===== config.mk =====
export PLATFORM = sky130hd
export DESIGN_NAME = info_frame_byte_stuffer_core
export DESIGN_NICKNAME = d
export VERILOG_FILES = /design/src/rtl/core/ifbs_pkg.sv /design/src/rtl/core/info_frame_byte_stuffer_core.sv /design/src/rtl/core/ifbs_front.sv /design/src/rtl/core/ifbs_queue.sv /design/src/rtl/core/ifbs_back.sv
export SDC_FILE = /design/constraint.sdc
export NUM_CORES = 1
export LEC_CHECK = 0
export ABC_CLOCK_PERIOD_IN_PS = 3200
export BUFFER_PORTS_ARGS = -buffer_cell sky130_fd_sc_hd__buf_4
export CAP_MARGIN = 30
export CORE_MARGIN = 5
export CORE_UTILIZATION = 54
export CTS_BUF_LIST = sky130_fd_sc_hd__clkbuf_4 sky130_fd_sc_hd__clkbuf_8
export CTS_CLUSTER_DIAMETER = 60
export CTS_CLUSTER_SIZE = 10
export DETAILED_ROUTE_END_ITERATION = 12
export PLACE_DENSITY = 0.86
export SYNTH_ARGS = -nofsm -noshare
export SYNTH_HDL_FRONTEND = slang
export SYNTH_HIERARCHICAL = 1
export SYNTH_SLANG_ARGS = --single-unit
export TNS_END_PERCENT = 1

===== constraint.sdc =====
create_clock -name clk -period 3.2 [get_ports clk]
set_clock_uncertainty 0.15 [all_clocks]
set_input_delay 0.16 -clock clk [delete_from_list [all_inputs] [get_ports clk]]
set_output_delay 0.16 -clock clk [all_outputs]
set_load 0.01 [all_outputs]

===== src/rtl/core/ifbs_pkg.sv =====
`timescale 1ns / 1ps

package ifbs_pkg;

  localparam int unsigned CFG_ADDR_W = 5;
  localparam int unsigned CFG_DATA_W = 32;

  typedef enum logic [2:0] {
    REG_FLAG_BYTE        = 3'd0,
    REG_ADDRESS_BYTE     = 3'd1,
    REG_ESCAPE_BYTE      = 3'd2,
    REG_FLAG_ESCAPED     = 3'd3,
    REG_ESCAPE_ESCAPED   = 3'd4,
    REG_CONTROL_SEQ_ZERO = 3'd5,
    REG_CONTROL_SEQ_ONE  = 3'd6,
    REG_NONE             = 3'd7
  } reg_idx_t;

  typedef struct packed {
    logic       command;
    logic [7:0] payload_byte;
    logic       final_byte;
  } in_word_t;

  typedef struct packed {
    logic [7:0] line_byte;
    logic       frame_end;
    logic       run_last;
  } out_word_t;

  typedef struct packed {
    logic [7:0] flag_byte;
    logic [7:0] address_byte;
    logic [7:0] escape_byte;
    logic [7:0] flag_escaped;
    logic [7:0] escape_escaped;
    logic [7:0] control_seq_zero;
    logic [7:0] control_seq_one;
  } cfg_t;

  // One queued payload byte with everything the back end needs to send it.
  typedef struct packed {
    logic       header;
    logic       seq;
    logic [7:0] data;
    logic       last;
    logic [7:0] check;
  } job_t;

endpackage


===== src/rtl/core/info_frame_byte_stuffer_core.sv =====
`timescale 1ns / 1ps

// Transmit framer for a byte-stuffed, HDLC-like link. Each input word is a payload byte or an
// advance-sequence command; the block sends one line byte per cycle from its output register
// while out_stall is low. A stuffed byte goes out as the escape byte and its escaped form; the
// first byte of a frame follows the flag, address, control and BCC1 header bytes and the last
// is followed by the check byte and closing flag. The output sequencer is the only pacing
// element: input words are taken every cycle while the queue of QUEUE_DEPTH entries has room,
// commands take effect at once and give no output, and a word's first line byte passes a queue
// slot and the output register. Registers sit at byte addresses 4*i and read back their values.

module info_frame_byte_stuffer_core
  import ifbs_pkg::*;
#(
  parameter int unsigned QUEUE_DEPTH = 2
) (
  input  logic                  clk,
  input  logic                  rst_n,
  input  logic                  in_valid,
  output logic                  in_stall,
  input  in_word_t              in_word,
  output logic                  out_valid,
  input  logic                  out_stall,
  output out_word_t             out_word,
  input  logic                  psel,
  input  logic                  penable,
  input  logic                  pwrite,
  input  logic [CFG_ADDR_W-1:0] paddr,
  input  logic [CFG_DATA_W-1:0] pwdata,
  output logic [CFG_DATA_W-1:0] prdata,
  output logic                  pready
);

  cfg_t     cfg_r;
  reg_idx_t reg_idx;
  logic     cfg_wr;
  logic     in_accept, q_push, q_pop, q_empty, q_full;
  job_t     push_job, head_job;
  logic [7:0] rd_byte;

  assign pready  = 1'b1;
  assign cfg_wr  = psel && penable && pwrite && pready;
  assign reg_idx = reg_idx_t'(paddr[4:2]);

  always_ff @(posedge clk) begin
    if (!rst_n) begin
      cfg_r.flag_byte        <= 8'h7E;
      cfg_r.address_byte     <= 8'h03;
      cfg_r.escape_byte      <= 8'h7D;
      cfg_r.flag_escaped     <= 8'h5E;
      cfg_r.escape_escaped   <= 8'h5D;
      cfg_r.control_seq_zero <= 8'h00;
      cfg_r.control_seq_one  <= 8'h40;
    end else if (cfg_wr) begin
      unique case (reg_idx)
        REG_FLAG_BYTE:        cfg_r.flag_byte        <= pwdata[7:0];
        REG_ADDRESS_BYTE:     cfg_r.address_byte     <= pwdata[7:0];
        REG_ESCAPE_BYTE:      cfg_r.escape_byte      <= pwdata[7:0];
        REG_FLAG_ESCAPED:     cfg_r.flag_escaped     <= pwdata[7:0];
        REG_ESCAPE_ESCAPED:   cfg_r.escape_escaped   <= pwdata[7:0];
        REG_CONTROL_SEQ_ZERO: cfg_r.control_seq_zero <= pwdata[7:0];
        REG_CONTROL_SEQ_ONE:  cfg_r.control_seq_one  <= pwdata[7:0];
        default: begin
        end
      endcase
    end
  end

  always_comb begin
    unique case (reg_idx)
      REG_FLAG_BYTE:        rd_byte = cfg_r.flag_byte;
      REG_ADDRESS_BYTE:     rd_byte = cfg_r.address_byte;
      REG_ESCAPE_BYTE:      rd_byte = cfg_r.escape_byte;
      REG_FLAG_ESCAPED:     rd_byte = cfg_r.flag_escaped;
      REG_ESCAPE_ESCAPED:   rd_byte = cfg_r.escape_escaped;
      REG_CONTROL_SEQ_ZERO: rd_byte = cfg_r.control_seq_zero;
      REG_CONTROL_SEQ_ONE:  rd_byte = cfg_r.control_seq_one;
      default:              rd_byte = 8'd0;
    endcase
  end

  assign prdata = {(CFG_DATA_W - 8)'(0), rd_byte};

  assign in_stall  = q_full;
  assign in_accept = in_valid && !in_stall;

  ifbs_front u_front (
    .clk    (clk),
    .rst_n  (rst_n),
    .accept (in_accept),
    .word   (in_word),
    .push   (q_push),
    .job    (push_job)
  );

  ifbs_queue #(
    .DEPTH (QUEUE_DEPTH)
  ) u_queue (
    .clk      (clk),
    .rst_n    (rst_n),
    .push     (q_push),
    .push_job (push_job),
    .pop      (q_pop),
    .head_job (head_job),
    .empty    (q_empty),
    .full     (q_full)
  );

  ifbs_back u_back (
    .clk       (clk),
    .rst_n     (rst_n),
    .cfg       (cfg_r),
    .have_job  (!q_empty),
    .job       (head_job),
    .pop       (q_pop),
    .out_valid (out_valid),
    .out_stall (out_stall),
    .out_word  (out_word)
  );

`ifndef SYNTHESIS
  a_end_is_last: assert property (@(posedge clk) disable iff (!rst_n)
    out_valid && out_word.frame_end |-> out_word.run_last)
    else $error("closing flag not marked as last byte of its word");

  a_end_is_flag: assert property (@(posedge clk) disable iff (!rst_n)
    out_valid && out_word.frame_end |-> out_word.line_byte == cfg_r.flag_byte)
    else $error("closing byte differs from the flag byte");

  a_no_pop_empty: assert property (@(posedge clk) disable iff (!rst_n)
    q_pop |-> !q_empty)
    else $error("queue popped while empty");

  a_no_push_full: assert property (@(posedge clk) disable iff (!rst_n)
    q_push |-> !q_full)
    else $error("queue pushed while full");
`endif

endmodule


===== src/rtl/core/ifbs_front.sv =====
`timescale 1ns / 1ps

module ifbs_front
  import ifbs_pkg::*;
(
  input  logic     clk,
  input  logic     rst_n,
  input  logic     accept,
  input  in_word_t word,
  output logic     push,
  output job_t     job
);

  logic       seq_r, seq_nxt;
  logic       inside_r, inside_nxt;
  logic [7:0] check_r, check_nxt;
  logic [7:0] check_sum;

  assign push      = accept && !word.command;
  assign check_sum = (inside_r ? check_r : 8'd0) ^ word.payload_byte;

  always_comb begin
    job.header = !inside_r;
    job.seq    = seq_r;
    job.data   = word.payload_byte;
    job.last   = word.final_byte;
    job.check  = check_sum;
  end

  always_comb begin
    seq_nxt    = seq_r;
    inside_nxt = inside_r;
    check_nxt  = check_r;
    if (accept && word.command) begin
      seq_nxt = !seq_r;
    end
    if (push) begin
      inside_nxt = !word.final_byte;
      check_nxt  = word.final_byte ? 8'd0 : check_sum;
    end
  end

  always_ff @(posedge clk) begin
    if (!rst_n) begin
      seq_r    <= 1'b0;
      inside_r <= 1'b0;
      check_r  <= 8'd0;
    end else begin
      seq_r    <= seq_nxt;
      inside_r <= inside_nxt;
      check_r  <= check_nxt;
    end
  end

endmodule


===== src/rtl/core/ifbs_queue.sv =====
`timescale 1ns / 1ps

module ifbs_queue
  import ifbs_pkg::*;
#(
  parameter int unsigned DEPTH = 2
) (
  input  logic clk,
  input  logic rst_n,
  input  logic push,
  input  job_t push_job,
  input  logic pop,
  output job_t head_job,
  output logic empty,
  output logic full
);

  localparam int unsigned PTR_W = (DEPTH > 1) ? $clog2(DEPTH) : 1;
  localparam int unsigned CNT_W = $clog2(DEPTH + 1);

  job_t             slot_r [DEPTH];
  logic [PTR_W-1:0] wr_ptr_r, wr_ptr_nxt;
  logic [PTR_W-1:0] rd_ptr_r, rd_ptr_nxt;
  logic [CNT_W-1:0] count_r, count_nxt;

  function automatic logic [PTR_W-1:0] ptr_inc(input logic [PTR_W-1:0] p);
    if (p == PTR_W'(DEPTH - 1)) begin
      return '0;
    end
    return p + 1'b1;
  endfunction

  assign empty    = (count_r == '0);
  assign full     = (count_r == CNT_W'(DEPTH));
  assign head_job = slot_r[rd_ptr_r];

  always_comb begin
    wr_ptr_nxt = push ? ptr_inc(wr_ptr_r) : wr_ptr_r;
    rd_ptr_nxt = pop ? ptr_inc(rd_ptr_r) : rd_ptr_r;
    count_nxt  = count_r;
    if (push && !pop) begin
      count_nxt = count_r + 1'b1;
    end else if (pop && !push) begin
      count_nxt = count_r - 1'b1;
    end
  end

  always_ff @(posedge clk) begin
    if (!rst_n) begin
      wr_ptr_r <= '0;
      rd_ptr_r <= '0;
      count_r  <= '0;
    end else begin
      wr_ptr_r <= wr_ptr_nxt;
      rd_ptr_r <= rd_ptr_nxt;
      count_r  <= count_nxt;
    end
  end

  always_ff @(posedge clk) begin
    if (push) begin
      slot_r[wr_ptr_r] <= push_job;
    end
  end

endmodule


===== src/rtl/core/ifbs_back.sv =====
`timescale 1ns / 1ps

module ifbs_back
  import ifbs_pkg::*;
(
  input  logic      clk,
  input  logic      rst_n,
  input  cfg_t      cfg,
  input  logic      have_job,
  input  job_t      job,
  output logic      pop,
  output logic      out_valid,
  input  logic      out_stall,
  output out_word_t out_word
);

  typedef enum logic [9:0] {
    ST_IDLE  = 10'b00_0000_0001,
    ST_FLAG  = 10'b00_0000_0010,
    ST_ADDR  = 10'b00_0000_0100,
    ST_CTRL  = 10'b00_0000_1000,
    ST_BCC1  = 10'b00_0001_0000,
    ST_DATA  = 10'b00_0010_0000,
    ST_DATA2 = 10'b00_0100_0000,
    ST_CHK   = 10'b00_1000_0000,
    ST_CHK2  = 10'b01_0000_0000,
    ST_CLOSE = 10'b10_0000_0000
  } step_t;

  step_t      step_r, step_nxt, cur_step, after_data;
  logic       out_valid_r, out_valid_nxt;
  out_word_t  out_word_r, out_word_nxt;
  logic       advance, emit, done;
  logic [7:0] ctrl, line_byte;
  logic       data_flag, data_special, chk_flag, chk_special;

  assign advance = !out_valid_r || !out_stall;
  assign emit    = advance && have_job;
  assign pop     = emit && done;

  assign ctrl         = job.seq ? cfg.control_seq_one : cfg.control_seq_zero;
  assign data_flag    = (job.data == cfg.flag_byte);
  assign data_special = data_flag || (job.data == cfg.escape_byte);
  assign chk_flag     = (job.check == cfg.flag_byte);
  assign chk_special  = chk_flag || (job.check == cfg.escape_byte);
  assign after_data   = job.last ? ST_CHK : ST_IDLE;
  assign cur_step     = (step_r == ST_IDLE) ? (job.header ? ST_FLAG : ST_DATA) : step_r;

  always_comb begin
    line_byte = cfg.flag_byte;
    done      = 1'b0;
    step_nxt  = ST_IDLE;
    unique case (cur_step)
      ST_FLAG: begin
        line_byte = cfg.flag_byte;
        step_nxt  = ST_ADDR;
      end
      ST_ADDR: begin
        line_byte = cfg.address_byte;
        step_nxt  = ST_CTRL;
      end
      ST_CTRL: begin
        line_byte = ctrl;
        step_nxt  = ST_BCC1;
      end
      ST_BCC1: begin
        line_byte = cfg.address_byte ^ ctrl;
        step_nxt  = ST_DATA;
      end
      ST_DATA: begin
        if (data_special) begin
          line_byte = cfg.escape_byte;
          step_nxt  = ST_DATA2;
        end else begin
          line_byte = job.data;
          step_nxt  = after_data;
          done      = !job.last;
        end
      end
      ST_DATA2: begin
        line_byte = data_flag ? cfg.flag_escaped : cfg.escape_escaped;
        step_nxt  = after_data;
        done      = !job.last;
      end
      ST_CHK: begin
        if (chk_special) begin
          line_byte = cfg.escape_byte;
          step_nxt  = ST_CHK2;
        end else begin
          line_byte = job.check;
          step_nxt  = ST_CLOSE;
        end
      end
      ST_CHK2: begin
        line_byte = chk_flag ? cfg.flag_escaped : cfg.escape_escaped;
        step_nxt  = ST_CLOSE;
      end
      ST_CLOSE: begin
        line_byte = cfg.flag_byte;
        step_nxt  = ST_IDLE;
        done      = 1'b1;
      end
      default: begin
        line_byte = cfg.flag_byte;
        step_nxt  = ST_IDLE;
        done      = 1'b0;
      end
    endcase
  end

  always_comb begin
    out_valid_nxt = out_valid_r;
    out_word_nxt  = out_word_r;
    if (advance) begin
      out_valid_nxt          = have_job;
      out_word_nxt.line_byte = line_byte;
      out_word_nxt.frame_end = (cur_step == ST_CLOSE);
      out_word_nxt.run_last  = done;
    end
  end

  always_ff @(posedge clk) begin
    if (!rst_n) begin
      step_r      <= ST_IDLE;
      out_valid_r <= 1'b0;
    end else begin
      if (emit) begin
        step_r <= step_nxt;
      end
      out_valid_r <= out_valid_nxt;
    end
  end

  always_ff @(posedge clk) begin
    out_word_r <= out_word_nxt;
  end

  assign out_valid = out_valid_r;
  assign out_word  = out_word_r;

endmodule

==> flow_metrics.py <==
metrics = {
    "final_layout": {
        "area.growth.synth_to_final_pct": 12.1,
        "finalNetCount": 790,
        "antennaDiodeCount": 0,
        "fin_cells": 924,
        "drive_gt1_share_pct": 22.1,
        "nFillCells": 1075,
    },
    "route": {
        "postRouteWirelength_microns": 18100,
        "first_iter_violations": 624,
        "wl_per_cell_microns": 19.5,
        "viasPerCell": 5.97,
        "drtAntennaViolNets": 0,
        "route.detailed.drc": 0,
        "dr.pass1.iters": 5,
        "vias": 5515,
    },
    "placed_design": {
        "dp_hpwl_microns": 13100,
        "gp_congestion": 0.957,
        "dp_cells": 872,
        "dp_slack_ns": 0.187,
        "numPortBuffers": 47,
    },
    "status": {
        "status": "finished, final reports clean",
    },
    "grt": {
        "grt-ovfl-total": 0,
        "grt_antenna_before_repair": 0,
        "grt_max_degree": 57,
        "grt_pass1_vias": 5364,
        "grt_pass1_wl_microns": 28400,
        "track_usage_pct": 22.9,
    },
    "timing": {
        "slew_headroom_pct": 44.0,
        "maxSlewViolCount": 0,
        "fin_crit_ns": 3.01,
        "setup_viol_count_final": 0,
        "maxClockFrequency_ghz": 0.333,
        "grt_setup_unrepaired": "false",
        "setup_ws_ns": 0.194,
        "finalHoldViolCount": 0,
        "period_share_pct": 93.9,
        "fin_setup_tns_ns": 0,
        "tightestPinTransition_ns": 0.840,
    },
    "power_and_ir_drop": {
        "p_int_mw": 2.98,
        "p_sw_mw": 1.20,
        "p_leak_nw": 3.12,
        "clock_power_share_pct": 32.3,
        "p_per_area_nw_per_um2": 517,
        "swShare_pct": 28.7,
        "pwr-share-comb_pct": 22.2,
        "p_total_mw": 4.18,
        "p_seq_share_pct": 45.5,
        "peakVddDrop_v": 0.000346,
    },
    "yosys": {
        "synth_xor_area_share_pct": 7.28,
        "ys_seq_area_share_pct": 42.5,
        "synth_top_family_by_area": "simple AND/OR/NAND/NOR gates",
        "synth_area_sq_um": 7200,
        "netlist-cell-type-count": 77,
        "synth_compound_area_share_pct": 14.4,
        "syn_avg_cell_area_sq_um": 10.5,
        "ys.flop_type": "dfxtp_1",
        "synthCells": 687,
        "synth-adder-area-share_pct": 0.174,
        "synth_edf_count": 48,
        "ys_ff_latch": 129,
        "yosys_warnings": 6,
        "synthMuxAreaShare_pct": 12.7,
        "async_reset_ff_share_pct": 0,
        "synthSimpleGateAreaFrac_pct": 14.7,
    },
    "critical_path": {
        "cp-start-kind": "flop",
        "endpoint_kind": "flop",
        "path_class": "reg -> reg",
        "worst_ep_required_time_ns": 3.19,
        "worst_ep_arrival_time_ns": 3.00,
        "cp_max_fo": 19,
        "rrSetupSlack_ns": 0.19,
    },
    "run": {
        "cap_viol_max_count": 0,
    },
    "floorplan": {
        "start_util_pct": 54.8,
        "die_w_microns": 125,
        "fp-row-count": 42,
        "io_pins": 99,
        "core_area_sq_um": 13100,
        "die_h_microns": 125,
        "die-area_sq_um": 15700,
    },
    "hold_path": {
        "hold_class": "in -> reg",
    },
    "cts": {
        "clock_path_buffers": 2,
        "cts_buffers": 17,
        "root_buffer": "clkbuf_8",
        "worst_skew_pair.late_latency_ns": 0.45,
        "clk_pin_slew_ns": 0.07,
        "cts_sinks": 129,
        "cts_tree": "yes",
        "htreeDepth": 4,
    },
}
-- metrics by stage --
stage                     instance area (sq um)  hold slack [ns]  utilization [%]
after global placement                     7470            0.217             56.8
after detailed placement                   7470            0.226             56.8
after CTS                                  8040          0.00578             61.2
after global routing                       8070           0.0324             61.5
final                                      8070           0.0364             61.5
after floorplan                            7290           0.0746                -
-- power groups by stage --
stage / registers [mW] / clock network (mW) / logic [mW]
floorplan: 1.93 / 0 / 0.642
global placement: 1.93 / 0 / 0.864
detailed placement: 1.94 / 0 / 0.885
CTS: 1.90 / 1.37 / 0.907
global route: 1.92 / 1.45 / 0.995
finish: 1.90 / 1.35 / 0.927
-- registers in the layout (all words and copies together), names as in the netlist, named ones only --
signal,cells
u_back/step_r,9
u_back/out_word,10
u_front/check_r,8
u_queue/wr_ptr_r,1
u_queue/slot_r,38
u_front/seq_r,1
cfg_r,56
u_back/out_valid,1
u_queue/count_r,2
u_queue/rd_ptr_r,1
u_front/inside_r,1
-- cells in the mapped netlist (15+ instances only) --
| cell | n | area (sq um) |
|---|---|---|
| buf_4 | 39 | 293 |
| dfxtp_1 | 81 | 1620 |
| edfxtp_1 | 48 | 1440 |
| inv_1 | 24 | 90.1 |
| mux2_2 | 25 | 282 |
| mux2i_1 | 63 | 631 |
| nand2_1 | 71 | 267 |
| nor2_1 | 19 | 71.3 |
| nor2b_1 | 15 | 93.8 |
| o211ai_1 | 17 | 128 |
| o21ai_0 | 20 | 100 |
| xnor2_1 | 35 | 307 |
-- worst max-delay path, stage by stage, from the launching register on --
cell and delay (ns):
dfxtp_1 0.35, buf_12 0.16, mux2_2 0.39, xnor2_1 0.32
nand4_1 0.21, o22ai_2 0.33, nor2b_2 0.10, a2111oi_2 0.43
a41oi_1 0.26
-- layer usage --
| layer | part of all wire [%] | up-vias | GRT usage [%] | wire, microns |
|---|---|---|---|---|
| met5 | 0 | - | 0 | 0 |
| met1 | 41 | 2638 | 29.2 | 7330 |
| li1 | - | 2555 | - | - |
| met2 | 48 | 266 | 36.9 | 8620 |
| met3 | 7.9 | 56 | 5.20 | 1430 |
| met4 | 3.7 | 0 | 11.1 | 677 |
-- kinds of logic after synthesis --
family                     Yosys count
AOI/OAI and AO/OA                  131
DFF                                129
and+or+nand+nor                    186
buffers and inverters               97
adders and majority gates            1
xor gates and xnor gates            53
muxes                               88
other                                2
-- final cells by class --
class,instances,area (sq um),area share (%)
clock buffer,23,292,3.61
clock inverter,9,88.8,1.10
inverter,24,90.1,1.12
multi-input combinational,484,3670,45.4
sequential,129,3060,37.9
tap,176,220,2.73
timing repair buffer,79,653,8.09
-- repair_timing --
action,CTS,global route
hold buffers,19,0
buffers inserted,0,1
endpoints found under the hold margin,94,0
gates resized for setup,0,4
endpoints found under the setup margin,0,1
-- placed cells by master, fill, tap and decap left out, drive strengths merged, types with 6 or more instances in the layout --
cell type / Yosys / layout
a21boi: 9 / 9
a21oi: 6 / 6
a221oi: 14 / 14
a22oi: 12 / 12
a31oi: 6 / 6
a32o: 8 / 8
and2: 7 / 7
buf: 59 / 60
clkbuf: 14 / 23
clkinv: 0 / 7
conb: 2 / 25
dfxtp: 81 / 81
dlygate4sd3: 0 / 19
edfxtp: 48 / 48
inv: 24 / 24
mux2: 25 / 25
mux2i: 63 / 63
nand2: 81 / 81
nand3: 13 / 13
nand4: 9 / 9
nor2: 23 / 23
nor2b: 17 / 17
nor3: 8 / 8
o211ai: 18 / 18
o21ai: 22 / 22
o221a: 7 / 7
o221ai: 7 / 7
xnor2: 43 / 43
xor2: 10 / 10
-- path summary, 6_finish.rpt --
kind	start	end	depth (start not counted)
max	flop	u_back/out_word[4]	8
min	pwdata[7]	cfg_r[23]	3
max reg2reg	flop	u_back/out_word[4]	8
min reg2reg	cfg_r[2]	cfg_r[2]	2
No activity file was read; power rests on OpenSTA's default activity.
